===== config.mk =====
export PLATFORM = sky130hd
export DESIGN_NAME = base64_decoder_with_hex_output
export DESIGN_NICKNAME = d
export VERILOG_FILES = /design/src/rtl/b64dec_pkg.sv /design/src/rtl/base64_decoder_with_hex_output.sv
export SDC_FILE = /design/constraint.sdc
export NUM_CORES = 1
export LEC_CHECK = 0
export BUFFER_PORTS_ARGS = -buffer_cell sky130_fd_sc_hd__buf_2
export CORE_ASPECT_RATIO = 2
export CORE_MARGIN = 2
export CORE_UTILIZATION = 25
export CTS_CLUSTER_SIZE = 30
export DETAILED_ROUTE_END_ITERATION = 12
export HOLD_SLACK_MARGIN = 0.03
export PLACE_DENSITY = 0.45
export RECOVER_POWER = 25
export SLEW_MARGIN = 25
export SYNTH_ARGS = -nofsm -noshare
export SYNTH_HDL_FRONTEND = slang
export SYNTH_SLANG_ARGS = --single-unit

===== constraint.sdc =====
create_clock -name clk -period 3 [get_ports clk]
set_clock_uncertainty 0.05 [all_clocks]
set_input_delay 0.3 -clock clk [delete_from_list [all_inputs] [get_ports clk]]
set_output_delay 0.3 -clock clk [all_outputs]
set_load 0.02 [all_outputs]

===== src/rtl/b64dec_pkg.sv =====
// Shared constants and helper functions for the base64 decoder.
// Holds the alphabet decode, the hex digit map and the stream field widths.
// No dependencies.
package b64dec_pkg;

  localparam int CHAR_W          = 8;
  localparam int SEXTET_W        = 6;
  localparam int BYTE_W          = 8;
  localparam int SHOWN_COUNT_W   = 16;
  localparam int DEF_COUNT_WIDTH = 16;
  localparam int OUT_DATA_W      = BYTE_W + SHOWN_COUNT_W;

  localparam logic [CHAR_W-1:0] CHAR_PAD = 8'h3D;  // '='

  // Map one character through the standard alphabet; anything else is zero
  function automatic logic [SEXTET_W-1:0] sextet_of(input logic [CHAR_W-1:0] c);
    logic [SEXTET_W-1:0] s;
    s = '0;
    if (c >= 8'h41 && c <= 8'h5A) begin
      s = SEXTET_W'(c - 8'h41);
    end else if (c >= 8'h61 && c <= 8'h7A) begin
      s = SEXTET_W'(c - 8'h61 + 8'd26);
    end else if (c >= 8'h30 && c <= 8'h39) begin
      s = SEXTET_W'(c - 8'h30 + 8'd52);
    end else if (c == 8'h2B) begin
      s = 6'd62;
    end else if (c == 8'h2F) begin
      s = 6'd63;
    end
    return s;
  endfunction

  // Upper-case ASCII hex digit of one nibble
  function automatic logic [BYTE_W-1:0] hex_digit(input logic [3:0] n);
    logic [BYTE_W-1:0] d;
    if (n < 4'd10) begin
      d = 8'h30 + {4'd0, n};
    end else begin
      d = 8'h37 + {4'd0, n};
    end
    return d;
  endfunction

endpackage


===== src/rtl/base64_decoder_with_hex_output.sv =====
// Streaming base64 decoder with raw or hex byte output.
// Depends on b64dec_pkg for the alphabet map, hex digits and widths.
//
//  channel  | dir | tdata                                  | tlast       | tuser
//  s_axis   | in  | [7:0] char_code                        | last_char   | -
//  m_axis   | out | [7:0] out_value, [23:8] byte_count     | last_result | [0] length_error
//  cfg      | in  | cfg_wdata = hex_output, written when cfg_we is high
//
// Characters are taken one per cycle, while s_axis_tready is high, into the group
// register. The fourth character of a group (or any last_char) hands the group to
// the result buffer, which sends one word per cycle while m_axis_tready is high:
// 3 in raw mode, 6 in hex mode for a full group. That character waits only while
// the previous group is still draining.
// rst is synchronous and clears the group, buffer, counter and mode.
// Stalls on m_axis hold the current word; the input keeps filling the group.
module base64_decoder_with_hex_output #(
  parameter int COUNT_WIDTH = b64dec_pkg::DEF_COUNT_WIDTH
) (
  input  logic                              clk,
  input  logic                              rst,
  input  logic                              s_axis_tvalid,
  output logic                              s_axis_tready,
  input  logic [b64dec_pkg::CHAR_W-1:0]     s_axis_tdata,   // [7:0] char_code
  input  logic                              s_axis_tlast,   // last_char
  output logic                              m_axis_tvalid,
  input  logic                              m_axis_tready,
  output logic [b64dec_pkg::OUT_DATA_W-1:0] m_axis_tdata,   // [7:0] out_value, [23:8] byte_count
  output logic                              m_axis_tlast,   // last_result
  output logic [0:0]                        m_axis_tuser,   // [0] length_error
  input  logic                              cfg_we,
  input  logic                              cfg_wdata       // hex_output
);
  import b64dec_pkg::*;

  localparam int STORE_W = 3 * SEXTET_W;
  localparam int WORD_W  = 4 * SEXTET_W;

  // Group collection state
  logic [STORE_W-1:0] sextet_store;
  logic [1:0]         group_position;
  logic               pad_third;
  logic               hex_output;

  // Result buffer state
  logic               busy;
  logic [WORD_W-1:0]  word;
  logic [1:0]         last_byte;
  logic               grp_last;
  logic               grp_err;
  logic [1:0]         byte_idx;
  logic               nib;
  logic [COUNT_WIDTH-1:0] bytes_decoded;

  logic [SEXTET_W-1:0] s;
  logic                in_take;
  logic                need_buf;
  logic                out_take;
  logic                grp_final;
  logic [BYTE_W-1:0]   cur_byte;
  logic [BYTE_W-1:0]   out_value;
  logic [COUNT_WIDTH-1:0] cnt_inc;
  logic [COUNT_WIDTH-1:0] cnt_shown;

  assign s        = sextet_of(s_axis_tdata);
  assign need_buf = (group_position == 2'd3) || s_axis_tlast;
  assign out_take = busy && m_axis_tready;

  // Final word of the buffered group
  assign grp_final = grp_err || ((byte_idx == last_byte) && (!hex_output || nib));

  assign s_axis_tready = !need_buf || !busy || (out_take && grp_final);
  assign in_take       = s_axis_tvalid && s_axis_tready;

  // Pick the byte being sent
  always_comb begin
    case (byte_idx)
      2'd0:    cur_byte = word[WORD_W-1 -: BYTE_W];
      2'd1:    cur_byte = word[WORD_W-BYTE_W-1 -: BYTE_W];
      default: cur_byte = word[BYTE_W-1:0];
    endcase
  end

  // Saturating count including the byte being sent
  assign cnt_inc   = (bytes_decoded == {COUNT_WIDTH{1'b1}}) ? bytes_decoded
                                                            : bytes_decoded + 1'b1;
  assign cnt_shown = grp_err ? bytes_decoded : cnt_inc;

  // Drive the output word from the buffer
  always_comb begin
    m_axis_tvalid = busy;
    m_axis_tlast  = grp_err || (grp_last && grp_final);
    m_axis_tuser  = grp_err;
    if (grp_err) begin
      out_value = '0;
    end else if (hex_output) begin
      out_value = nib ? hex_digit(cur_byte[3:0]) : hex_digit(cur_byte[7:4]);
    end else begin
      out_value = cur_byte;
    end
  end

  assign m_axis_tdata[BYTE_W-1:0] = out_value;

  generate
    if (COUNT_WIDTH >= SHOWN_COUNT_W) begin : g_count_wide
      assign m_axis_tdata[OUT_DATA_W-1:BYTE_W] = cnt_shown[SHOWN_COUNT_W-1:0];
    end else begin : g_count_narrow
      assign m_axis_tdata[OUT_DATA_W-1:BYTE_W] =
        {{(SHOWN_COUNT_W-COUNT_WIDTH){1'b0}}, cnt_shown};
    end
  endgenerate

  // Hold the mode register
  always_ff @(posedge clk) begin
    if (rst) begin
      hex_output <= 1'b0;
    end else if (cfg_we) begin
      hex_output <= cfg_wdata;
    end
  end

  // Collect sextets; hand the group over on its fourth character or on last
  always_ff @(posedge clk) begin
    if (rst) begin
      sextet_store   <= '0;
      group_position <= '0;
      pad_third      <= 1'b0;
    end else if (in_take) begin
      if (need_buf) begin
        sextet_store   <= '0;
        group_position <= '0;
        pad_third      <= 1'b0;
      end else begin
        sextet_store   <= {sextet_store[STORE_W-SEXTET_W-1:0], s};
        group_position <= group_position + 2'd1;
        if (group_position == 2'd2) begin
          pad_third <= (s_axis_tdata == CHAR_PAD);
        end
      end
    end
  end

  // Load the result buffer and step through its words
  always_ff @(posedge clk) begin
    if (rst) begin
      busy          <= 1'b0;
      byte_idx      <= '0;
      nib           <= 1'b0;
      bytes_decoded <= '0;
    end else begin
      // Advance the position on each word taken and the counter once per byte sent
      if (out_take) begin
        if (grp_err || (grp_last && grp_final)) begin
          bytes_decoded <= '0;
        end else if (!hex_output || nib) begin
          bytes_decoded <= cnt_inc;
        end
        if (hex_output && !nib) begin
          nib <= 1'b1;
        end else begin
          nib      <= 1'b0;
          byte_idx <= byte_idx + 2'd1;
        end
        if (grp_final) begin
          busy <= 1'b0;
        end
      end
      // Load wins over release in the same cycle
      if (in_take && need_buf) begin
        busy     <= 1'b1;
        byte_idx <= '0;
        nib      <= 1'b0;
      end
    end
  end

  // Group payload, no reset needed
  always_ff @(posedge clk) begin
    if (in_take && need_buf) begin
      word     <= {sextet_store, s};
      grp_last <= s_axis_tlast;
      grp_err  <= (group_position != 2'd3);
      if (!s_axis_tlast) begin
        last_byte <= 2'd2;
      end else if (pad_third) begin
        last_byte <= 2'd0;
      end else if (s_axis_tdata == CHAR_PAD) begin
        last_byte <= 2'd1;
      end else begin
        last_byte <= 2'd2;
      end
    end
  end

endmodule


== Yosys cells after proc, flatten, opt, wreduce, memory -nomap -nowiden ==
Cells that the tools add are included.

* Register bits: 70
* Input bits: 15
* Output and inout bits: 28
* Word-level logic and storage cells: 100

* Add/sub/neg operators: 12
* Magnitude comparators: 8
* Equality and inequality tests: 9
* Multiplexer cells: 25
* Bitwise gates (word level): 2
* Reductions and logical operators: 31

{| class="wikitable"
|+ Operators by type and width
! operator !! count
|-
| $mux W16 || 4
|-
| $mux W6 || 5
|-
| $add A6 B4 Y7 const A || 4
|-
| $eq A8 B6 Y1 const B || 3
|-
| $mux W8 || 3
|-
| $mux W18 || 1
|-
| $add A16 B1 Y16 const B || 1
|-
| $eq A16 B16 Y1 const B || 1
|-
| $ge A8 B7 Y1 const B || 2
|-
| $le A8 B7 Y1 const B || 2
|-
| $pmux W8 S2 || 1
|-
| $mux W7 || 2
|-
| $sub A6 B6 Y6 const B || 2
|-
| $logic_and A1 B1 Y1 || 10
|-
| $ge A8 B6 Y1 const B || 1
|-
| $le A8 B6 Y1 const B || 1
|-
| $lt A4 B4 Y1 const B || 2
|-
| $reduce_and A2 Y1 || 4
|-
| $reduce_bool A2 Y1 || 4
|-
| $add A6 B5 Y6 const B || 1
|-
| $add A6 B6 Y6 const B || 1
|-
| $logic_or A1 B1 Y1 || 6
|-
| $mux W1 || 6
|-
| $mux W2 || 3
|-
| 10 further kinds || 17
|}

== Logic depth before layout (Yosys ltp) ==
* Depth in word-level cells: 10
* Depth in mapped cells: 11

== Worst setup path after synthesis ==
No wires, ideal clock.

* Path kind: reg2reg
* From: reg grp_err, in the netlist m_axis_tuser
* To: reg grp_last, enable pin
* Library setup time: 0.415 ns
* Arrival: 2.730 ns
* Data required time: 2.535 ns
* Setup slack: -0.194 ns
* Stages on the path, launching flop included: 6
* Period minus slack after synthesis: 3.194 ns
* Path through: edfxtp_1 -> clkbuf_1 -> a31oi_1 -> o221ai_1 -> nand2_1 -> nor2_1

* Word-level cells in the longest chain between the ends: 5

{| class="wikitable"
|+ RTL lines
! item !! line !! text
|-
| start: declaration || base64_decoder_with_hex_output.sv:49 || <nowiki>logic grp_err;</nowiki>
|-
| start signal: assignment || base64_decoder_with_hex_output.sv:182 || <nowiki>grp_err <= (group_position != 2'd3);</nowiki>
|-
| $logic_or A1 B1 Y1 || base64_decoder_with_hex_output.sv:69 || <nowiki>assign grp_final = grp_err || ((byte_idx == last_byte) && (!hex_output || nib));</nowiki>
|-
| $logic_and A1 B1 Y1 || base64_decoder_with_hex_output.sv:71 || <nowiki>assign s_axis_tready = !need_buf || !busy || (out_take && grp_final);</nowiki>
|-
| $logic_or A1 B1 Y1 || base64_decoder_with_hex_output.sv:71 ||
|-
| named net s_axis_tready || base64_decoder_with_hex_output.sv:22 || <nowiki>output logic s_axis_tready,</nowiki>
|-
| $logic_and A1 B1 Y1 || base64_decoder_with_hex_output.sv:72 || <nowiki>assign in_take = s_axis_tvalid && s_axis_tready;</nowiki>
|-
| $logic_and A1 B1 Y1 || base64_decoder_with_hex_output.sv:179 || <nowiki>if (in_take && need_buf) begin</nowiki>
|-
| end signal: assignment || base64_decoder_with_hex_output.sv:181 || <nowiki>grp_last <= s_axis_tlast;</nowiki>
|-
| end: declaration || base64_decoder_with_hex_output.sv:48 || <nowiki>logic grp_last;</nowiki>
|}

The timed path passes the listed nets, and every way through them passes these cells.
A chain may end at the register's enable or synchronous reset.

== Worst setup path in the final report ==
* From: reg byte_idx[0]
* To: out m_axis_tdata[2] (netlist name)

* Word-level cells in the longest chain between the ends: 7
* Elaborated cells between the ends (all ways): 14
* Classes of those cells: 4 x add/sub; 2 x order compare; 1 x eq/ne; 6 x mux; 1 x reduce/logical

{| class="wikitable"
|+ RTL lines
! item !! line !! text
|-
| start: declaration || base64_decoder_with_hex_output.sv:50 || <nowiki>logic [1:0] byte_idx;</nowiki>
|-
| start signal: assignment || base64_decoder_with_hex_output.sv:162 || <nowiki>byte_idx <= byte_idx + 2'd1;</nowiki>
|-
| $eq A2 B1 Y1 / $logic_not A2 Y1 (equally long branches) || base64_decoder_with_hex_output.sv:76 || <nowiki>case (byte_idx)</nowiki>
|-
| $pmux W8 S2 (*) || base64_decoder_with_hex_output.sv:76 ||
|-
| $add A6 B4 Y7 (tied with other cells) || b64dec_pkg.sv:39 || <nowiki>d = 8'h37 + {4'd0, n};</nowiki>
|-
| $mux W7 || b64dec_pkg.sv:36 || <nowiki>if (n < 4'd10) begin</nowiki>
|-
| $mux W8 || base64_decoder_with_hex_output.sv:96 || <nowiki>out_value = nib ? hex_digit(cur_byte[3:0]) : hex_digit(cur_byte[7:4]);</nowiki>
|-
| $mux W8 (*) || base64_decoder_with_hex_output.sv:95 || <nowiki>end else if (hex_output) begin</nowiki>
|-
| $mux W8 (*) || base64_decoder_with_hex_output.sv:93 || <nowiki>if (grp_err) begin</nowiki>
|-
| end: declaration || base64_decoder_with_hex_output.sv:27 || <nowiki>output logic [b64dec_pkg::OUT_DATA_W-1:0] m_axis_tdata,</nowiki>
|}

Every way passes the cells marked *; elsewhere a longest branch is shown, timed or not.

==> flow_summary_export.csv <==
group,metric,value,unit
global_route,grt_start_max_net_pins,28,
critical_path,required,2.65,ns
synth,yosys_register_bits,70,
synth,ys_warn_count,0,
synth,synthXorXnorAreaFrac,4.14,%
global_route,grt_pass1_vias,3439,
synth,synthTopCellsByArea,"dfxtp_1, edfxtp_1, nor2_1",
timing,fin_crit,2.86,ns
cells_and_area,nets,521,
floorplanning,die_area,17200,µm²
cts,cts_made_buffers,9,
pwr,leakagePower,1.79,nW
floorplanning,rows,65,
critical_path,start_kind,"flip-flop",
placement,hpwlAfterDp,8620,µm
synth,ys_async_sr_fraction,0,%
min_path,hp-start,"cfg_wdata",
synth,synth_ff_type,"dfxtp_1",
routing,avgRoutedWirePerCell,16.1,µm
routing,drc,0,
placement,place_inst,679,
synth,synth_top_cell_area_share,20.9,%
pwr,ir_worst_vdd,0.000236,V
global_route,antenna_found_initial,0,
synth,muxShareOfSynthArea,1.81,%
synth,syn_area,4020,µm²
cts,cts_tree,"yes",
synth,synth_top_family_by_area,"simple AND/OR/NAND/NOR gates",
critical_path,regToRegSetupSlack,0.51,ns
global_route,grt_pass1_wl,17800,µm
synth,syn_avg_cell_area,8.95,µm²
routing,vias,3425,
cts,clk_pin_slew,0.06,ns
timing,drv_slew,0,
cts,cts_hold_buf,0,
synth,synth_compound_area_share,21.0,%
routing,via_per_inst,4.91,
floorplanning,fp.dieH,183,µm
global_route,grtUsageTotal,13.4,%
timing,whs,0.183,ns
cells_and_area,fill_cells,1682,
synth,synth_nets,479,
cts,htreeDepth,3,
timing,period_share,95.5,%
min_path,hold_class,"primary input to flip-flop",
critical_path,crit_fanout,7,
critical_path,critical_path_class,"flip-flop to primary output",
routing,ant_nets,0,
critical_path,arrival,2.51,ns
min_path,holdPathEnd,"hex_output",
floorplanning,start_util,25.5,%
cells_and_area,final_core_util,30.7,%
global_route,grt_overflow,0,
cts,cts_sinks,70,
synth,ys_seq_area_share,41.8,%
timing,rsz0062_at_grt,"true",
placement,place_congestion,0.864,
synth,synth_top_area_cell,"dfxtp_1",
cts,clock_latency,0.33,ns
floorplanning,pin_count,43,
flow_run,drv_cap,0,
critical_path,timing.rr.end,"word[3]",
status,status,"complete, no violations",
timing,worst_pin_slew,0.699,ns
routing,firstDrtPassIters,4,
min_path,holdPathStages,3,
synth,synth-edff-count,28,
routing,drt_iter0_drc,97,
cells_and_area,antennaDiodeCount,0,
critical_path,worst_r2r_path_depth,7,
synth,synthSimpleGateAreaFrac,21.8,%
critical_path,endpoint_kind,"primary output",
timing,timing.fmax,349,MHz
cells_and_area,area_delta_synth_final,20.5,%
cells_and_area,layout.cells.non_filler,697,
floorplanning,dieWidth,93.7,µm
cells_and_area,drive_gt1_share,19.0,%
synth,yosys.area_share.adder,4.67,%
cts,clk_path_buf_depth,2,
floorplanning,coreArea,15800,µm²
pwr,cellPowerDensity,500,nW/µm²
timing,slew_headroom,53.3,%
critical_path,r2r-start,"byte_idx[0]",
timing,setup_viol,0,
timing,finalHoldViolCount,0,
cts,root_buffer,"clkbuf_16",
routing,totalWireLength,11200,µm
synth,synthCells,449,
synth,yosysUniqueCellTypes,64,
placement,portBuffers,42,
[how the worst max path moves through the flow]
stage | cells past startpoint | startpoint | slack [ns] | end
2_1_floorplan | 11 | byte_idx[0] | 0.26 | m_axis_tdata[2]
3_3_place_gp | 11 | byte_idx[0] | 0.21 | m_axis_tdata[2]
3_5_place_dp | 11 | byte_idx[0] | 0.19 | m_axis_tdata[2]
4_1_cts | 11 | byte_idx[1] | 0.03 | m_axis_tdata[2]
5_1_grt | 11 | byte_idx[0] | -0.02 | m_axis_tdata[2]
6_report | 11 | byte_idx[0] | 0.14 | m_axis_tdata[2]
[critical path, cell delays in order (launching register included)]
cell	delay (ns)
dfxtp_4	0.37
inv_2	0.05
ha_4	0.18
a22o_1	0.22
a21oi_2	0.13
ha_2	0.20
inv_2	0.04
or4b_4	0.50
a21oi_2	0.14
a21oi_1	0.05
nor2_1	0.14
buf_4	0.16
[area by class of cell]
class	count	area (µm²)	share of cell area [%]
inverter	17	63.8	1.32
clock inverter	6	93.8	1.94
multi-input combinational	339	2200	45.4
timing repair buffer	54	310	6.40
clock buffer	10	239	4.93
sequential	70	1690	34.8
tap	201	251	5.19
[what timing repair did]
action | in CTS | in global routing
pin swaps | 0 | 7
setup endpoints to repair | 3 | 3
resized for setup | 5 | 13
setup buffers | 0 | 2
[cell usage after synthesis, types with 7 or more instances]
library cell and n:
a21oi_1 38, a22oi_1 12, o21ai_0 19, nand2_1 31
nor3_1 10, inv_1 17, a31oi_1 7, nand3_1 15
buf_2 7, nand2b_1 7, xor2_1 12, a22o_1 9
ha_1 15, dfxtp_1 42, xnor2_1 7, edfxtp_1 28
nor2_1 66, clkbuf_1 10
[power breakdown]
group	total (mW)	leakage, nW	switching, mW	internal (mW)
Sequential	1.03	0.600	0.0168	1.01
Combinational	0.213	1.04	0.135	0.0779
Clock	1.18	0.159	0.421	0.756
Total	2.42	1.79	0.574	1.85
[logic make-up after synthesis]
group           after synthesis
simple gates                177
buf+inv                      40
fa+ha+maj                    15
mux                           7
compound gates              121
flops                        70
xor+xnor                     19
[placed cells by master (no fill, tap or decap), types with 14 or more instances in the layout]
cell      Yosys  layout
a21oi_1      38      34
buf_2         7      37
dfxtp_1      42      40
edfxtp_1     28      28
inv_1        17      14
nand2_1      31      31
nand3_1      15      15
nor2_1       66      66
o21ai_0      19      19
[through the flow]
stage	instance area, µm²	setup TNS, ns	setup slack (ns)	total power, mW
3_3_place_gp	4440	0	0.207	1.26
5_1_grt	4840	-0.0155	-0.0155	2.51
4_1_cts	4790	0	0.0290	2.44
3_5_place_dp	4440	0	0.194	1.26
6_report	4840	0	0.136	2.42
2_1_floorplan	4020	0	0.263	1.18
[registers in the layout (all words and copies together), names as in the netlist]
name and count:
byte_idx 2, bytes_decoded 16, group_position 2, grp_last 1
hex_output 1, last_byte 2, m_axis_tuser 1, m_axis_tvalid 1
nib 1, pad_third 1, sextet_store 18, word 24
[layer usage]
metal	GRT usage, %	vias to the layer above	part of all wire, %
met5	0	-	0
met3	2.10	17	2.7
li1	-	1716	-
met4	5.57	0	2.8
met2	27.7	73	59
met1	12.3	1619	35
No activity file was read; power rests on OpenSTA's default activity.
